===== src/rtl/vhgs_pkg.sv =====
package vhgs_pkg;

	localparam int CFG_IDX_W  = 3;
	localparam int CFG_DATA_W = 16;

	localparam logic [CFG_IDX_W-1:0] CFG_FORCE_FLAG   = 3'd0;
	localparam logic [CFG_IDX_W-1:0] CFG_RELOAD_COUNT = 3'd1;
	localparam logic [CFG_IDX_W-1:0] CFG_ON_THRESHOLD = 3'd2;
	localparam logic [CFG_IDX_W-1:0] CFG_HYST_DELTA   = 3'd3;
	localparam logic [CFG_IDX_W-1:0] CFG_SENSOR_MASK  = 3'd4;

	localparam logic [7:0]         FORCE_ON_VALUE  = 8'd1;
	localparam logic [7:0]         STATUS_ON_VALUE = 8'd1;
	localparam logic [7:0]         MODE_ZERO       = 8'd0;
	localparam logic [7:0]         MODE_ONE        = 8'd1;
	localparam logic [15:0]        RELOAD_RESET    = 16'd188;
	localparam logic signed [15:0] ON_RESET        = 16'sd3200;
	localparam logic signed [15:0] DELTA_RESET     = -16'sd48;
	localparam logic [7:0]         MASK_RESET      = 8'hFF;

	localparam logic [15:0] MAGIC_VALID = 16'hE926;
	localparam logic [7:0]  LATCH_COUNT = 8'd7;
	localparam logic [7:0]  CELL_HOLD_A = 8'd5;
	localparam logic [7:0]  CELL_HOLD_B = 8'd7;
	localparam logic [7:0]  LATCH_ONE   = 8'd1;

	typedef struct packed {
		logic        step;
		logic        en;
		logic [7:0]  masked;
		logic [15:0] magic;
		logic [15:0] src;
		logic [7:0]  cnt;
	} sens_req_t;

endpackage


===== src/rtl/vhgs_if.sv =====
interface vhgs_tick_if;
	logic               valid;
	logic               ready;
	logic signed [15:0] temperature;
	logic [7:0]         mode;
	logic [7:0]         status_byte;
	logic [7:0]         sensor_input;
	logic [15:0]        magic_word;
	logic [15:0]        source_word;
	logic [7:0]         count_byte;

	modport source (output valid, temperature, mode, status_byte, sensor_input,
		magic_word, source_word, count_byte, input ready);
	modport sink (input valid, temperature, mode, status_byte, sensor_input,
		magic_word, source_word, count_byte, output ready);
endinterface

interface vhgs_report_if;
	logic        valid;
	logic        ready;
	logic [7:0]  machine_result;
	logic        status_bit;
	logic        valve_command;
	logic [15:0] counter_value;
	logic        enable_bit;

	modport source (output valid, machine_result, status_bit, valve_command,
		counter_value, enable_bit, input ready);
	modport sink (input valid, machine_result, status_bit, valve_command,
		counter_value, enable_bit, output ready);
endinterface


===== src/rtl/valve_hysteresis_gate_sequencer.sv =====
// One control tick in, one report out. A tick is captured in an input register and,
// when the report register is free or draining, runs through the hysteresis compare,
// the transition counter, the enable gate and the sensor machine into the report
// register, updating the block state at the same edge. A new tick is taken every
// cycle while the report side keeps draining, and a stalled report holds one tick
// in the input register before ready drops.
// Configuration writes land immediately and must only be issued while idle.
module valve_hysteresis_gate_sequencer (
	input  logic                            clk,
	input  logic                            arst_n,
	input  logic                            cfg_we,
	input  logic [vhgs_pkg::CFG_IDX_W-1:0]  cfg_idx,
	input  logic [vhgs_pkg::CFG_DATA_W-1:0] cfg_wdata,
	vhgs_tick_if.sink                       tick,
	vhgs_report_if.source                   report
);
	import vhgs_pkg::*;

	logic [7:0]         force_flag_q;
	logic [15:0]        reload_count_q;
	logic signed [15:0] on_threshold_q;
	logic signed [15:0] hyst_delta_q;
	logic [7:0]         sensor_mask_q;

	logic               valid_s1;
	logic signed [15:0] temperature_s1;
	logic [7:0]         mode_s1;
	logic [7:0]         status_s1;
	logic [7:0]         sensor_s1;
	logic [15:0]        magic_s1;
	logic [15:0]        source_s1;
	logic [7:0]         count_s1;

	logic        command_q;
	logic [15:0] counter_q;
	logic        prev_mode_one_q;

	logic        rep_valid_q;
	logic [7:0]  rep_result_q;
	logic        rep_status_q;
	logic        rep_command_q;
	logic [15:0] rep_counter_q;
	logic        rep_enable_q;

	logic               advance;
	logic               step;
	logic signed [16:0] off_threshold;
	logic               command_n;
	logic [15:0]        counter_n;
	logic               enable;
	sens_req_t          sens_req;
	logic [7:0]         sens_result;

	always_ff @(posedge clk or negedge arst_n) begin
		if (!arst_n) begin
			force_flag_q   <= 8'd0;
			reload_count_q <= RELOAD_RESET;
			on_threshold_q <= ON_RESET;
			hyst_delta_q   <= DELTA_RESET;
			sensor_mask_q  <= MASK_RESET;
		end else if (cfg_we) begin
			if (cfg_idx == CFG_FORCE_FLAG)   force_flag_q   <= cfg_wdata[7:0];
			if (cfg_idx == CFG_RELOAD_COUNT) reload_count_q <= cfg_wdata;
			if (cfg_idx == CFG_ON_THRESHOLD) on_threshold_q <= signed'(cfg_wdata);
			if (cfg_idx == CFG_HYST_DELTA)   hyst_delta_q   <= signed'(cfg_wdata);
			if (cfg_idx == CFG_SENSOR_MASK)  sensor_mask_q  <= cfg_wdata[7:0];
		end
	end

	assign advance    = !rep_valid_q || report.ready;
	assign step       = valid_s1 && advance;
	assign tick.ready = !valid_s1 || advance;

	always_ff @(posedge clk or negedge arst_n) begin
		if (!arst_n) begin
			valid_s1 <= 1'b0;
		end else if (tick.valid && tick.ready) begin
			valid_s1 <= 1'b1;
		end else if (advance) begin
			valid_s1 <= 1'b0;
		end
	end

	always_ff @(posedge clk) begin
		if (tick.valid && tick.ready) begin
			temperature_s1 <= tick.temperature;
			mode_s1        <= tick.mode;
			status_s1      <= tick.status_byte;
			sensor_s1      <= tick.sensor_input;
			magic_s1       <= tick.magic_word;
			source_s1      <= tick.source_word;
			count_s1       <= tick.count_byte;
		end
	end

	always_comb begin
		off_threshold = 17'(on_threshold_q) + 17'(hyst_delta_q);
		if (temperature_s1 >= on_threshold_q) begin
			command_n = 1'b1;
		end else if (17'(temperature_s1) < off_threshold) begin
			command_n = 1'b0;
		end else begin
			command_n = command_q;
		end
		if (mode_s1 == MODE_ZERO && prev_mode_one_q) begin
			counter_n = reload_count_q;
		end else if (counter_q != 16'd0) begin
			counter_n = counter_q - 16'd1;
		end else begin
			counter_n = counter_q;
		end
		enable = (force_flag_q == FORCE_ON_VALUE) || (status_s1 == STATUS_ON_VALUE) ||
			(mode_s1 == MODE_ZERO && counter_n != 16'd0 && !command_n);
	end

	assign sens_req = '{
		step:   step,
		en:     enable,
		masked: sensor_s1 & sensor_mask_q,
		magic:  magic_s1,
		src:    source_s1,
		cnt:    count_s1
	};

	vhgs_sensor u_sensor (
		.clk    (clk),
		.arst_n (arst_n),
		.req    (sens_req),
		.result (sens_result)
	);

	always_ff @(posedge clk or negedge arst_n) begin
		if (!arst_n) begin
			command_q       <= 1'b0;
			counter_q       <= 16'd0;
			prev_mode_one_q <= 1'b0;
			rep_valid_q     <= 1'b0;
		end else begin
			if (step) begin
				command_q       <= command_n;
				counter_q       <= counter_n;
				prev_mode_one_q <= (mode_s1 == MODE_ONE);
				rep_valid_q     <= 1'b1;
			end else if (report.ready) begin
				rep_valid_q <= 1'b0;
			end
		end
	end

	always_ff @(posedge clk) begin
		if (step) begin
			rep_result_q  <= sens_result;
			rep_status_q  <= (sens_result == 8'd1);
			rep_command_q <= command_n;
			rep_counter_q <= counter_n;
			rep_enable_q  <= enable;
		end
	end

	assign report.valid          = rep_valid_q;
	assign report.machine_result = rep_result_q;
	assign report.status_bit     = rep_status_q;
	assign report.valve_command  = rep_command_q;
	assign report.counter_value  = rep_counter_q;
	assign report.enable_bit     = rep_enable_q;

endmodule


===== src/rtl/vhgs_sensor.sv =====
module vhgs_sensor (
	input  logic                clk,
	input  logic                arst_n,
	input  vhgs_pkg::sens_req_t req,
	output logic [7:0]          result
);
	import vhgs_pkg::*;

	logic       armed_q, armed_n;
	logic [7:0] latch_q, latch_n;
	logic [7:0] cell_q, cell_n;

	always_comb begin
		armed_n = armed_q;
		latch_n = latch_q;
		cell_n  = cell_q;
		if (!armed_q) begin
			if (req.magic == MAGIC_VALID) begin
				armed_n = 1'b1;
				if (req.masked != 8'd0) begin
					cell_n = req.cnt;
					if (req.cnt == LATCH_COUNT) begin
						latch_n = req.src[15:8];
					end
				end else begin
					cell_n = 8'd0;
				end
			end else if (req.masked == 8'd0) begin
				cell_n = 8'd0;
			end
		end
		if (cell_n == 8'd0) begin
			latch_n = {7'd0, req.en};
			result  = {7'd0, req.en};
		end else if (cell_n == CELL_HOLD_A || cell_n == CELL_HOLD_B) begin
			result = {7'd0, latch_n == LATCH_ONE};
		end else begin
			result = {7'd0, req.en};
		end
	end

	always_ff @(posedge clk or negedge arst_n) begin
		if (!arst_n) begin
			armed_q <= 1'b0;
			latch_q <= 8'd0;
			cell_q  <= 8'd0;
		end else if (req.step) begin
			armed_q <= armed_n;
			latch_q <= latch_n;
			cell_q  <= cell_n;
		end
	end

endmodule


===== src/flat_wrapper.sv =====
// flat-port wrapper written by rule: the top's interface ports become plain ports
module valve_hysteresis_gate_sequencer_flat import vhgs_pkg::*;
  (clk, arst_n, cfg_we, cfg_idx, cfg_wdata, tick_valid, tick_temperature, tick_mode, tick_status_byte, tick_sensor_input, tick_magic_word, tick_source_word, tick_count_byte, tick_ready, report_valid, report_machine_result, report_status_bit, report_valve_command, report_counter_value, report_enable_bit, report_ready);
  vhgs_tick_if tick_i ();
  vhgs_report_if report_i ();
  input  logic clk;
  input  logic arst_n;
  input  logic cfg_we;
  input  logic [vhgs_pkg::CFG_IDX_W-1:0] cfg_idx;
  input  logic [vhgs_pkg::CFG_DATA_W-1:0] cfg_wdata;
  input wire logic [$bits(tick_i.valid)-1:0] tick_valid;
  input wire logic [$bits(tick_i.temperature)-1:0] tick_temperature;
  input wire logic [$bits(tick_i.mode)-1:0] tick_mode;
  input wire logic [$bits(tick_i.status_byte)-1:0] tick_status_byte;
  input wire logic [$bits(tick_i.sensor_input)-1:0] tick_sensor_input;
  input wire logic [$bits(tick_i.magic_word)-1:0] tick_magic_word;
  input wire logic [$bits(tick_i.source_word)-1:0] tick_source_word;
  input wire logic [$bits(tick_i.count_byte)-1:0] tick_count_byte;
  output wire logic [$bits(tick_i.ready)-1:0] tick_ready;
  output wire logic [$bits(report_i.valid)-1:0] report_valid;
  output wire logic [$bits(report_i.machine_result)-1:0] report_machine_result;
  output wire logic [$bits(report_i.status_bit)-1:0] report_status_bit;
  output wire logic [$bits(report_i.valve_command)-1:0] report_valve_command;
  output wire logic [$bits(report_i.counter_value)-1:0] report_counter_value;
  output wire logic [$bits(report_i.enable_bit)-1:0] report_enable_bit;
  input wire logic [$bits(report_i.ready)-1:0] report_ready;
  assign tick_i.valid = tick_valid;
  assign tick_i.temperature = tick_temperature;
  assign tick_i.mode = tick_mode;
  assign tick_i.status_byte = tick_status_byte;
  assign tick_i.sensor_input = tick_sensor_input;
  assign tick_i.magic_word = tick_magic_word;
  assign tick_i.source_word = tick_source_word;
  assign tick_i.count_byte = tick_count_byte;
  assign tick_ready = tick_i.ready;
  assign report_valid = report_i.valid;
  assign report_machine_result = report_i.machine_result;
  assign report_status_bit = report_i.status_bit;
  assign report_valve_command = report_i.valve_command;
  assign report_counter_value = report_i.counter_value;
  assign report_enable_bit = report_i.enable_bit;
  assign report_i.ready = report_ready;
  valve_hysteresis_gate_sequencer u_core (.clk(clk), .arst_n(arst_n), .cfg_we(cfg_we), .cfg_idx(cfg_idx), .cfg_wdata(cfg_wdata), .tick(tick_i), .report(report_i));
endmodule

===== config.mk =====
export PLATFORM = sky130hd
export DESIGN_NAME = valve_hysteresis_gate_sequencer_flat
export DESIGN_NICKNAME = d
export VERILOG_FILES = /design/src/rtl/vhgs_pkg.sv /design/src/rtl/vhgs_if.sv /design/src/rtl/valve_hysteresis_gate_sequencer.sv /design/src/rtl/vhgs_sensor.sv /design/src/flat_wrapper.sv
export SDC_FILE = /design/constraint.sdc
export NUM_CORES = 1
export LEC_CHECK = 0
export BUFFER_PORTS_ARGS = -buffer_cell sky130_fd_sc_hd__clkbuf_2
export CAP_MARGIN = 5
export CORE_MARGIN = 10
export CORE_UTILIZATION = 57
export CTS_CLUSTER_SIZE = 25
export DETAILED_ROUTE_END_ITERATION = 8
export PLACE_DENSITY_LB_ADDON = 0.12
export SETUP_SLACK_MARGIN = 0.3
export SLEW_MARGIN = 20
export SYNTH_ARGS = -nofsm -noshare
export SYNTH_HDL_FRONTEND = slang
export SYNTH_SLANG_ARGS = --single-unit

===== constraint.sdc =====
create_clock -name clk -period 3.93 [get_ports clk]
set_input_delay 0 -clock clk [delete_from_list [all_inputs] [get_ports clk]]
set_output_delay 0 -clock clk [all_outputs]
set_load 0.005 [all_outputs]

==> impl_metrics.yaml, run 1 <==
run_status:
  status: "finished, final reports clean"
die:
  die-area_um2: 21400
  core-area_um2: 15800
  die_w_um: 146
  rows: 46
  start_util: 0.576
  dieHeight_um: 146
  boundaryPins: 133
timing:
  period_share: 0.985
  skew_ns: 0.0103
  relSlewSlack: 0.293
  rsz0062_at_grt: "yes"
  worst_slew_pin_slew_ns: 1.05
  fin_crit_ns: 3.87
  clock.fmax_mhz: 258
  setup_viol: 0
  hold_viol: 0
  hold_ws_ns: 0.0762
  maxSlewViolCount: 0
setup_path:
  r2r_start: "u_core.hyst_delta_q[0]"
  path_buf_inv: 3
  regToRegSetupSlack_ns: 0.06
  slowest_stage: "a2111o_1"
  worst-path-stages: 21
  arrival_ns: 4.24
  path_cells: "ha_2, inv_2, fa_2, nor2b_1, o21a_1, o21a_1, o21ai_2, a2111o_1, nand4_1, a31oi_1, xor2_1, ha_1, nor2b_1, o21ai_1, o2111a_1, o31ai_1, a32oi_1, buf_4, buf_4, nand3_2, a21oi_2"
  cp_slowest_stage_delay_ns: 0.41
  crit_start: "u_core.hyst_delta_q[0]"
  crit_end: "u_core.u_sensor.latch_q[0]"
  reg2regPathDepth: 21
  end_kind: "flop"
  cp.required_ns: 4.30
  r2r_end: "u_core.u_sensor.latch_q[0]"
  critPathKind: "flop to flop"
  startpoint_type: "flop"
  critPathMaxFanout: 4
  critPathTopFamily: "compound AO/OA/AOI/OAI gates"
layout:
  area_growth_pct: 26.8
  final_area_um2: 11500
  drive_above_1_share: 0.279
  seq_area_um2: 5290
  multi_input_area_um2: 3600
  fin_nets: 1106
  antennaDiodeCount: 0
  stdcell_count: 1180
  fillCellCount: 1079
grt:
  antenna_found_initial: 0
  grt_pass1_wl_um: 35200
  grt-ovfl-total: 0
  grt_use_total: 0.204
  grt_pass1_vias: 6819
  grt_start_max_net_pins: 73
clocking:
  clk_latency_ns: 0.45
  cts_max_level: 4
  clockRootBuffer: "clkbuf_16"
  cts_made_buffers: 17
  clock-sinks: 192
  clockBufferDepth: 2
  cts_tree: "yes"
  clkTransAtPathRegs_ns: 0.08
route:
  wirelength_um: 21800
  ant_nets: 0
  drc: 0
  routedWlPerCell_um: 18.5
  vias: 6637
  initialDrtViolationCount: 495
  vias_per_cell: 5.62
  dr.pass1.iters: 7
job:
  drv_cap: 0
power_and_ir_drop:
  irDropWorstVdd_v: 0.000377
  leakage_nw: 4.91
  powerDensity_nw_per_um2: 563
  total_power_mw: 6.48
place:
  placed_cells: 1049
  placed_cell_area_um2: 9880
  place_congestion: 0.852
  hpwl_um: 14400
  portBuffers: 117
synth:
  synth.most_common_cell: "edfxtp_1"
  ys_seq_area_frac: 0.583
  synth_top_area_cell: "edfxtp_1"
  async_reset_ff_frac: 0.526
  synth_area_leaders: "edfxtp_1, dfrtp_1, dfstp_2"
  ys_ff_latch: 192
  synth_edf_count: 91
  synth_area_um2: 9080
  yosys_most_used_dff: "edfxtp_1"
  synthTopCellsByCount: "edfxtp_1, dfrtp_1, nand2_1"
  synth_top_area_frac: 0.301
  synth.avg_cell_area_um2: 12.5
  ys_warn_count: 0
  syn_inst: 728
  ys_types: 70
hold_path:
  hold_path_class: "input port to flop"
cell usage in the layout (no fill, tap or decap), types with 17 or more instances in the layout:
cell type / synthesis / routed
mux2_2: 50 / 50
nor2_1: 30 / 30
clkbuf_16: 0 / 18
clkbuf_2: 0 / 116
dlygate4sd3_1: 0 / 92
edfxtp_1: 91 / 91
a22o_1: 17 / 17
ha_1: 50 / 49
dfrtp_1: 74 / 74
nand2_1: 73 / 73
o21ai_0: 32 / 28
dfstp_2: 27 / 27
inv_1: 32 / 31
layout make-up:
| class | count | area share |
|---|---|---|
| Timing Repair Buffer | 224 | 0.141 |
| Sequential cell | 192 | 0.460 |
| Tap cell | 216 | 0.0235 |
| Multi-Input combinational cell | 483 | 0.313 |
| Inverter | 33 | 0.0108 |
| Clock inverter | 13 | 0.0124 |
| Clock buffer | 19 | 0.0395 |
metal layers:
| layer | global-route usage | share of wire |
|---|---|---|
| met1 | 0.250 | 0.43 |
| met2 | 0.340 | 0.50 |
| met3 | 0.0633 | 0.060 |
| met4 | 0.0581 | 0.013 |
| met5 | 0 | 0 |
state kept, by name, indices dropped and copies added, names as in the netlist, 16 cells and up:
signal	flops
u_core.hyst_delta_q	16
u_core.magic_s1	16
u_core.temperature_s1	16
u_core.reload_count_q	16
u_core.on_threshold_q	16
u_core.report.counter_value	16
u_core.counter_q	16
metrics by stage:
step | TNS (ns) | setup WS [ns] | util
floorplan | 0 | 0.356 | -
global placement | 0 | 0.0656 | 0.627
detailed placement | -0.0230 | -0.0230 | 0.627
CTS | 0 | 0.0526 | 0.724
global route | -0.510 | -0.133 | 0.730
finish | 0 | 0.0575 | 0.730
kinds of logic after synthesis:
group / after synthesis / synth area share
simple gates: 221 / 0.129
flops: 192 / 0.583
compound gates: 143 / 0.115
buf+inv: 59 / 0.0288
mux: 52 / 0.0642
fa+ha+maj: 51 / 0.0711
xor+xnor: 9 / 0.00868
other cells: 1 / 0.000413
tightest hold or removal path, stage by stage:
cell	delay (ns)
clkbuf_2	0.14
nor3b_2	0.12
mux2_2	0.24
power by group:
part	internal, mW	switching [mW]	total, mW
combinational	0.917	1.07	1.98
clock	0.889	0.854	1.74
sequential	2.52	0.234	2.75
worst min path at each step:
stage / from / endpoint / slack (ns) / cells past startpoint
finish: cfg_idx[1] / u_core.force_flag_q[2] / 0.08 / 3
global route: cfg_idx[1] / u_core.force_flag_q[3] / 0.09 / 3
CTS: cfg_idx[0] / u_core.on_threshold_q[11] / 0.1 / 5
detailed placement: arst_n / u_core.on_threshold_q[14] / 0.14 / 1
global placement: arst_n / u_core.on_threshold_q[15] / 0.12 / 1
floorplan: arst_n / u_core.command_q / -0.30 / 0
repair_timing:
action | CTS | global route
setup endpoints to repair | 5 | 5
pin swaps | 3 | 4
endpoints found under the hold margin | 186 | 0
buffers inserted | 1 | 6
hold buffers | 92 | 0
gates resized for setup | 5 | 10
No activity file was read; power rests on OpenSTA's default activity.
==> run 2: changes to the inputs <==
CORE_UTILIZATION = 52   (was 57)
SYNTH_HIERARCHICAL = 1   (was default)
clock period = 3.3 ns   (was 3.93 ns; I/O delays follow)
==> run 2 against run 1 <==
Net effect: global-route usage down 0.11 points; synthesized area up 3.4%; total power up 28%; the flow now finishes with violations (negative setup slack); combinational power up 37%; final cell count up 5.3%; count of clock-buffer cells in the layout down 1; utilization down 3.4 points; first-iteration DRC count down 36%; critical endpoint is now u_core/u_sensor/latch_q[0]; hold slack better by 0.040 ns; register-to-register slack worse by 1.0 ns; wire length up 8.5%.
==> impl_metrics.yaml, run 2 <==
timing:
  period_share: 1.29
  skew_ns: 0.0118
  hold_viol: 0
  clock.fmax_mhz: 235
  setup_viol: 6
  rsz0062_at_grt: "yes"
  maxSlewViolCount: 0
  setup_slack_ns: -0.947
  relSlewSlack: 0.353
  fin_crit_ns: 4.25
  worst_slew_pin_slew_ns: 0.970
place:
  hpwl_um: 16600
  pre_cts_slack_ns: -1.03
  place_congestion: 0.907
  portBuffers: 124
grt:
  grt_pass1_vias: 7418
  grt_start_max_net_pins: 73
  grt_pass1_wl_um: 39000
  grt-ovfl-total: 0
  grt_use_total: 0.203
  antenna_found_initial: 0
route:
  drc: 0
  ant_nets: 0
  vias: 6864
  initialDrtViolationCount: 318
  vias_per_cell: 5.52
  wirelength_um: 23700
  dr.pass1.iters: 5
  routedWlPerCell_um: 19.0
synth:
  synth.avg_cell_area_um2: 13.2
  ys_warn_count: 6
  syn_inst: 709
  synth_area_um2: 9390
setup_path:
  cp.required_ns: 3.67
  arrival_ns: 4.62
  crit_start: "u_core/on_threshold_q[0]"
  critPathKind: "flop to flop"
  r2r_start: "u_core/on_threshold_q[0]"
  startpoint_type: "flop"
  critPathMaxFanout: 3
  path_cells: "ha_2, inv_2, fa_2, nor2b_1, o21a_1, o21a_1, o211ai_1, nand2_1, a41oi_2, xor2_1, ha_1, and3_4, a221oi_4, o2111ai_2, o2111ai_2, a21oi_2, o31a_1, a31oi_4, buf_4, a32o_1, a22o_1"
  slowest_stage: "dfrtp_1"
  end_kind: "flop"
  cp_slowest_stage_delay_ns: 0.40
layout:
  layout_commonest_cell: "clkbuf_2"
  antennaDiodeCount: 0
  final_core_util: 0.696
  multi_input_area_um2: 3790
  seq_area_um2: 5530
  area_growth_pct: 32.4
  fillCellCount: 1284
  drive_above_1_share: 0.352
  final_cell_mix: "clkbuf_2, edfxtp_1, dlygate4sd3_1, dfrtp_1, buf_4"
  fin_nets: 1156
die:
  boundaryPins: 133
  die_w_um: 154
  start_util: 0.526
  core-area_um2: 17800
  die-area_um2: 23800
  rows: 49
  dieHeight_um: 154
clocking:
  cts_tree: "yes"
  clockRootBuffer: "clkbuf_16"
  clockBufferDepth: 2
  cts_max_level: 4
  clock-sinks: 200
  cts_made_buffers: 17
  clk_latency_ns: 0.44
  clkTransAtPathRegs_ns: 0.08
power_and_ir_drop:
  irDropWorstVdd_v: 0.000416
  netSwitchingFraction: 0.316
  powerDensity_nw_per_um2: 666
  p_int_mw: 5.66
  seqPwrFrac: 0.413
  pwr-share-comb: 0.329
  total_power_mw: 8.27
  power_switching_mw: 2.62
  leakage_nw: 5.31
  power.share.clock: 0.258
run_status:
  violations: "negative setup slack"
  status: "finished with violations"
hold_path:
  min_from: "cfg_idx[1]"
  hold_path_class: "input port to flop"
job:
  drv_cap: 0
## run 2: final timing paths
| kind | end | slack, ns | cells after the start |
|---|---|---|---|
| min in group asynchronous | u_core/on_threshold_q[9] | 0.17 | 2 |
| max in group asynchronous | u_core/reload_count_q[7] | 2.25 | 3 |
| max reg2reg | u_core/u_sensor/latch_q[0] | -0.95 | 21 |
| max | u_core/u_sensor/latch_q[0] | -0.95 | 21 |
| min reg2reg | u_core/prev_mode_one_q | 0.50 | 2 |
| min | u_core/reload_count_q[0] | 0.12 | 3 |
## run 2: timing repair
item,in CTS,in global routing
cloned,0,0
pin swaps,8,2
setup buffers,3,3
endpoints found under the setup margin,6,6
resized for setup,8,1
hold buffers,92,0
hold endpoints to repair,174,0
## run 2: power groups by stage
stage | registers, mW | clock network [mW] | logic (mW)
after floorplan | 3.39 | 0 | 1.51
after global placement | 3.45 | 0 | 2.46
after detailed placement | 3.46 | 0 | 2.50
after CTS | 3.42 | 2.18 | 2.70
after global routing | 3.46 | 2.30 | 3.03
final | 3.42 | 2.14 | 2.72
## run 2: final cells by class
type,instances,share of cell area
Sequential cell,200,0.445
Multi-Input combinational cell,463,0.305
Timing Repair Buffer,285,0.166
Clock buffer,18,0.0354
Tap cell,229,0.0231
Clock inverter,14,0.0146
Inverter,34,0.0103
## run 2: critical path: cells and delay by family, from the launching register on
family / cells / cell delay (ns)
buffers and inverters: 2 / 0.21
XOR/XNOR: 1 / 0.17
AO/OA/AOI/OAI: 12 / 2.36
flip-flops: 1 / 0.40
AND/OR/NAND/NOR: 3 / 0.37
adder cells (fa/ha/maj): 3 / 0.64
## run 2: layer usage
metal / vias up / track usage / part of all wire
li1: 3261 / - / -
met1: 3403 / 0.258 / 0.44
met2: 174 / 0.338 / 0.49
met3: 26 / 0.0499 / 0.052
met4: 0 / 0.0526 / 0.015
met5: - / 0 / 0
## run 2: through the flow
step / std cells / area [um^2] / setup TNS, ns / hold WS (ns)
3_3_place_gp: 1112 / 10800 / -4.18 / 0.112
6_report: 1243 / 12400 / -4.67 / 0.116
5_1_grt: 1243 / 12400 / -5.94 / 0.124
3_5_place_dp: 1112 / 10800 / -4.87 / 0.134
2_1_floorplan: 715 / 9460 / -1.88 / -0.296
4_1_cts: 1239 / 12400 / -4.22 / 0.105
==> run 3: changes to the inputs <==
CELL_PAD_IN_SITES_DETAIL_PLACEMENT = 1   (was default)
CELL_PAD_IN_SITES_GLOBAL_PLACEMENT = 2   (was default)
CORE_UTILIZATION = 36   (was 52)
==> run 3 against run 2 <==
Net effect: the run still ends with negative setup slack left; non-clock buffer count up 17; final cell count is 9.9% higher; sequential power is essentially flat; total power is 1.8% higher; critical path depth increased by 1; global-route usage fell by 4.5 points; first-iteration DRC count rose by 3.8%; largest cell class unchanged.
==> impl_metrics.yaml, run 3 (synthesized netlist as in run 2, its figures left out) <==
run_status:
  status: "finished with violations"
  violations: "negative setup slack"
timing:
  worst_slew_pin_slew_ns: 1.03
  relSlewSlack: 0.309
  skew_ns: 0.0148
  setup_viol: 6
  rsz0062_at_grt: "yes"
  period_share: 1.32
  fin_crit_ns: 4.37
  setup_slack_ns: -1.07
  clock.fmax_mhz: 229
  fin_setup_tns_ns: -5.05
  hold_viol: 0
  maxSlewViolCount: 0
route:
  routedWlPerCell_um: 19.0
  initialDrtViolationCount: 330
  drc: 0
  ant_nets: 0
  vias_per_cell: 5.03
  dr.pass1.iters: 4
  vias: 6873
  wirelength_um: 25900
hold_path:
  hold_path_class: "input port to flop"
  holdPathStages: 3
place:
  place_congestion: 0.883
  portBuffers: 124
  hpwl_um: 18800
  placed_cells: 1236
layout:
  layout_commonest_cell: "clkbuf_2"
  area_growth_pct: 35.0
  fin_nets: 1173
  final_core_util: 0.490
  fillCellCount: 2682
  stdcell_count: 1366
  final_cell_mix: "clkbuf_2, edfxtp_1, dlygate4sd3_1, buf_4, dfrtp_1"
  drive_above_1_share: 0.362
  antennaDiodeCount: 0
clocking:
  clkTransAtPathRegs_ns: 0.08
  clockBufferDepth: 2
  cts_tree: "yes"
  clock-sinks: 200
  cts_max_level: 4
  clockRootBuffer: "clkbuf_16"
  cts_made_buffers: 17
  clk_latency_ns: 0.44
setup_path:
  critPathMaxFanout: 3
  cp_slowest_stage_delay_ns: 0.37
  worst-path-stages: 22
  startpoint_type: "flop"
  slowest_stage: "dfrtp_1"
  cp.required_ns: 3.50
  path_buf_inv: 3
  end_kind: "flop"
  critPathTopFamily: "compound AO/OA/AOI/OAI gates"
  arrival_ns: 4.57
  path_cells: "ha_2, inv_2, fa_2, nor2b_1, o21a_1, o21a_1, o211ai_1, buf_4, a21oi_2, o21ai_1, a211o_1, ha_4, and3_4, o2111ai_2, nand3b_1, o2111ai_2, a21oi_2, o31a_1, a31oi_2, buf_4, mux2_4, and4b_1"
  critPathKind: "flop to flop"
  reg2regPathDepth: 22
power_and_ir_drop:
  powerDensity_nw_per_um2: 664
  leakage_nw: 5.39
  irDropWorstVdd_v: 0.000321
grt:
  grt_use_total: 0.158
  grt_start_max_net_pins: 73
  grt_pass1_vias: 7747
  grt_pass1_wl_um: 41800
  grt-ovfl-total: 0
  antenna_found_initial: 0
die:
  rows: 59
  die-area_um2: 32900
  dieHeight_um: 181
  start_util: 0.363
  boundaryPins: 133
  die_w_um: 181
  core-area_um2: 25800
job:
  drv_cap: 0
==> run 3: worst paths after layout <==
| path | endpoint | slack [ns] | startpoint |
|---|---|---|---|
| worst max register to register | u_core/report.status_bit | -1.07 | u_core/on_threshold_q[0] |
| worst max-delay path | u_core/report.status_bit | -1.07 | u_core/on_threshold_q[0] |
| worst min register to register | u_core/report.valid | 0.51 | u_core/valid_s1 |
| min in group asynchronous | u_core/reload_count_q[10] | 0.19 | arst_n |
| max in group asynchronous | u_core/hyst_delta_q[6] | 2.20 | arst_n |
| worst min-delay path | u_core/on_threshold_q[2] | 0.02 | cfg_idx[2] |
==> run 3: worst min-delay path, stage by stage <==
cell and delay, ns:
clkbuf_2 0.18, nor4bb_4 0.11, o21ai_0 0.14
==> run 3: repair_timing <==
item                                    4_1_cts  5_1_grt
hold buffers                                 93        0
endpoints found under the setup margin        6        6
setup buffers                                 2        3
hold endpoints to repair                    181        0
pin swaps                                    13        4
resized for setup                             4        3
==> run 3: power breakdown <==
| group | switching (mW) | internal [mW] |
|---|---|---|
| Clock | 1.08 | 1.05 |
| Sequential | 0.276 | 3.13 |
| Combinational | 1.37 | 1.51 |
| Total | 2.73 | 5.69 |
==> run 3: cell type report <==
type,count,area [um^2],share of cell area
clock inverter,14,169,0.0133
inverter,34,128,0.0101
sequential,200,5530,0.437
tap,335,419,0.0331
timing repair buffer,302,2200,0.174
multi-input combinational,463,3780,0.298
clock buffer,18,439,0.0347
==> run 3: metal layers <==
layer | wire (um) | share of wire | GRT usage
met1 | 11500 | 0.44 | 0.192
met2 | 13300 | 0.51 | 0.280
met3 | 834 | 0.032 | 0.0308
met4 | 330 | 0.013 | 0.0400
met5 | 0 | 0 | 0
==> run 3: metrics by stage <==
stage                     setup WS [ns]  hold WS, ns  area (um^2)  total power [mW]
after floorplan                  -0.519       -0.296         9460              4.90
after global placement           -0.935        0.157        11100              6.04
after detailed placement          -1.17        0.165        11100              6.14
after CTS                         -1.12       0.0145        12600              8.49
after global routing              -1.29       0.0302        12700              8.98
final                             -1.07       0.0243        12700              8.42
